`config.mk`:
```
export PLATFORM = sky130hd
export DESIGN_NAME = ppp_ram
export DESIGN_NICKNAME = d
export VERILOG_FILES = /design/src/rtl/ppp_ram.sv
export SDC_FILE = /design/constraint.sdc
export NUM_CORES = 2
export LEC_CHECK = 0
export BUFFER_PORTS_ARGS = -buffer_cell sky130_fd_sc_hd__buf_2
export CORE_MARGIN = 2
export CORE_UTILIZATION = 50
export CTS_BUF_LIST = sky130_fd_sc_hd__clkbuf_8
export DETAILED_ROUTE_END_ITERATION = 16
export MAX_ROUTING_LAYER = met4
export PLACE_DENSITY = 0.64
export SLEW_MARGIN = 10
export SYNTH_ARGS = -nofsm -noshare
export SYNTH_HDL_FRONTEND = slang
export SYNTH_SLANG_ARGS = --single-unit
```
`constraint.sdc`:
```
create_clock -name clk -period 19.6 [get_ports clk]
set_clock_uncertainty 0.2 [all_clocks]
set_input_delay 2.94 -clock clk [delete_from_list [all_inputs] [get_ports clk]]
set_output_delay 2.94 -clock clk [all_outputs]
set_load 0.02 [all_outputs]
```
`src/rtl/ppp_ram.sv`:
```
// ----------------------------------------------------------------------------
// ppp_ram
// Generic single write port, single read port RAM with registered read.
// ----------------------------------------------------------------------------
module ppp_ram #(
  parameter int WIDTH = 64,
  parameter int DEPTH = 64
) (
  input  logic                     clk,
  input  logic                     we,
  input  logic [$clog2(DEPTH)-1:0] waddr,
  input  logic [WIDTH-1:0]         wdata,
  input  logic [$clog2(DEPTH)-1:0] raddr,
  output logic [WIDTH-1:0]         rdata
);

  logic [WIDTH-1:0] mem [DEPTH];

  always_ff @(posedge clk) begin
    if (we) begin
      mem[waddr] <= wdata;
    end
    rdata <= mem[raddr];
  end

endmodule

```
==> impl_metrics.csv <==
group,metric,value,unit
global_route,grtUsageMet2,43.2,%
clock_tree,cts_hold_buf,0,
routing,post_drt_wl_per_cell,35.9,um
worst_setup_path,path_cells,"buf_12, buf_4, buf_4, buf_4, buf_4, mux4_2, mux2i_1, o22ai_1, a41oi_1, a211oi_1",
global_route,grt_overflow,0,
global_route,grt_usage,27.8,%
pwr,power_density,100,nW/um^2
clock_tree,worst_skew_pair.late_latency,1.26,ns
worst_setup_path,timing_worst_setup_path_type,"in -> reg",
min_path,min_path_type,"reg -> reg",
routing,antenna_left,0,
yosys,synth_top_family_by_area,"multiplexers",
die,die_area,317000,sq um
place,gp_congestion,0.789,
pwr,power,0.0175,W
sta,layout_setup_ws,12.36,ns
outcome,outcome,"complete, no violations",
worst_setup_path,crit_cells,10,
finish,multi_input_area,30800,sq um
clock_tree,cts_resized,0,
job,max-cap-violations,0,
worst_setup_path,reg2regPathDepth,5,
finish,utilization,56.1,%
finish,regArea,124000,sq um
worst_setup_path,crit_fanout,70,
routing,via_per_inst,6.46,
global_route,antenna_found_initial,41,
global_route,grt_pass1_vias,77248,
yosys,synth-seq-cells,4160,
worst_setup_path,cp_common_cell,"buf_4",
worst_setup_path,path_delay_family,"buffers and inverters",
finish,layout_common_cells,"4096 x edfxtp_1, 1024 x mux4_2, 688 x clkbuf_8",
global_route,use_met1,37.9,%
finish,num-fill-cells,22871,
pwr,peakVddDrop,74.8,uV
worst_setup_path,path_buf_inv,5,
sta,finalHoldViolCount,0,
die,core_area,311000,sq um
yosys,synth.distinct_cells,33,
global_route,grt_max_degree,115,
yosys,yosys.area_share.simple,1.24,%
place,dp.final_hpwl,221000,um
routing,drt_first_pass_iters,7,
global_route,met3_usage,5.29,%
yosys,synthCells,6598,
yosys,synthMuxAreaShare,15.6,%
finish,syn2layout_area_growth,11.7,%
sta,drv_slew,0,
min_path,worstHoldStart,"mem[52][62]",
worst_setup_path,max_stage_delay,0.85,ns
global_route,top_usage_layer,"met2",
sta,fmax,0.138,GHz
pwr,p_leak,55.2,nW
global_route,grt_pass1_wl,594000,um
worst_setup_path,r2r_setup_slack,17.25,ns
routing,vias,76992,
die,rows,205,
clock_tree,cts_buffers,650,
worst_setup_path,r2r-start,"mem[63][19]",
clock_tree,cts_tree,"yes",
finish,final_common_cell,"edfxtp_1",
yosys,synth_xor_area_share,0,%
clock_tree,cts_max_path_buffers,4,
sta,fin_crit,7.24,ns
worst_setup_path,cp-start-kind,"input pin",
sta,fin_crit_sh,36.9,%
yosys,syn-mean-instance-area,23.7,sq um
finish,final_layout_size_suffix_gt1_share,29.4,%
worst_setup_path,setup.worst_path.end_class,"flop",
die,die_x,563,um
worst_setup_path,cp.arrival,8.11,ns
yosys,synth_warnings,0,
yosys,synth_fp_nets,6676,
yosys,synth_compound_area_share,2.48,%
sta,hold_slack,0.630,ns
place,port_buffers,141,
clock_tree,clock-root-buffer,"clkbuf_8",
yosys,ys_seq_area_share,79.5,%
clock_tree,cts_setup_buffers,0,
place,place_ws,10.91,ns
sta,rsz0062_at_grt,"no",
clock_tree,htreeDepth,6,
routing,totalWireLength,428000,um
die,die_h,563,um
min_path,worstHoldEndpoint,"rdata[62]",
min_path,hold_depth,4,
die,ioPinCount,142,
sta,finalSetupViolCount,0,
routing,drc,0,
finish,nNetsFinal,7298,
worst_setup_path,cp_slowest_cell,"buf_4",
die,start_util,50.2,%
clock_tree,cts_sinks,4160,
routing,initialDrtViolationCount,10580,
worst_setup_path,r2r_end,"rdata[19]",
yosys,synth_fa_ha_area_share,0,%
sta,maxSlewHeadroom,16.0,%
clock_tree,clkTransAtPathRegs,0.06,ns
sta,setup_tns,0,ns
yosys,synth_area,156000,sq um
worst_setup_path,cp.required,20.47,ns
sta,tightest_slew,1.26,ns
[cell usage after synthesis]
cell type	n	area share, %
mux4_2	1024	15
a31o_1	1	0.0056
buf_1	20	0.048
nand3_1	45	0.14
a41oi_1	26	0.15
a22oi_1	168	0.81
nor2b_1	28	0.11
buf_4	34	0.16
or2_2	28	0.11
a211oi_1	63	0.30
nand2_1	58	0.14
or3b_2	1	0.0056
inv_1	19	0.046
clkbuf_1	140	0.34
nand3b_1	2	0.0096
mux2i_1	135	0.86
nand2b_1	11	0.044
and2_1	3	0.012
edfxtp_1	4096	79
a31oi_1	18	0.072
a22o_1	88	0.49
a2bb2oi_1	19	0.11
o22ai_1	83	0.33
buf_6	6	0.043
buf_2	170	0.54
nand4_1	2	0.0080
nor2_1	112	0.27
nor3_1	2	0.0064
o221ai_1	38	0.21
and3_1	64	0.26
dfxtp_1	64	0.82
nand4b_1	1	0.0056
or3_1	29	0.12
[kinds of logic (layout without fill, tap and decap cells)]
logic type / after synthesis / count (layout)
AO/OA/AOI/OAI: 504 / 504
buffers and inverters: 389 / 1525
flip-flops: 4160 / 4160
multiplexers: 1159 / 1159
other: 0 / 37
AND/OR/NAND/NOR: 386 / 386
[how the worst max path moves through the flow]
stage / start / end / slack, ns
3_3_place_gp: raddr[0] / rdata[24] / 10.89
6_report: raddr[0] / rdata[24] / 12.36
3_5_place_dp: raddr[0] / rdata[24] / 10.91
4_1_cts: raddr[0] / rdata[27] / 12.23
5_1_grt: raddr[0] / rdata[27] / 11.85
2_1_floorplan: waddr[3] / mem[48][0] / 11.02
[per-layer routing]
| metal | wire (um) | vias up | part of all wire [%] |
|---|---|---|---|
| li1 | - | 29873 | - |
| met1 | 164000 | 41880 | 38 |
| met2 | 208000 | 4512 | 49 |
| met3 | 44000 | 727 | 10 |
| met4 | 12300 | 0 | 2.9 |
| met5 | 0 | - | 0 |
[registers in the layout, summed over array words and instances, names as in the netlist]
register	flops
rdata	64
mem	4096
[tightest hold or removal path, stage by stage (launching register included)]
cell,delay [ns]
edfxtp_1,0.31
mux4_2,0.22
a22oi_1,0.06
nand3_1,0.08
and3_1,0.14
[per-stage QoR]
step / cell area [sq um] / std cells
2_1_floorplan: 156000 / 6598
3_3_place_gp: 163000 / 10708
3_5_place_dp: 163000 / 10708
4_1_cts: 174000 / 11874
5_1_grt: 175000 / 11891
6_report: 175000 / 11911
[where the power goes]
part           total [W]  internal, W  switching (W)  leakage (nW)
registers        0.00990      0.00986      0.0000410          37.4
logic           0.000839     0.000300       0.000539          10.8
clock network    0.00671      0.00331        0.00340          7.01
[layout make-up]
type	instances	area share, %
well taps	4140	2.97
flip-flops and latches	4160	71.2
clock buffers	688	5.42
inverters	19	0.0408
diodes	37	0.0530
multi-input cells	2049	17.6
repair buffers	340	1.34
clock inverters	478	1.36
No activity file was read; power rests on OpenSTA's default activity.
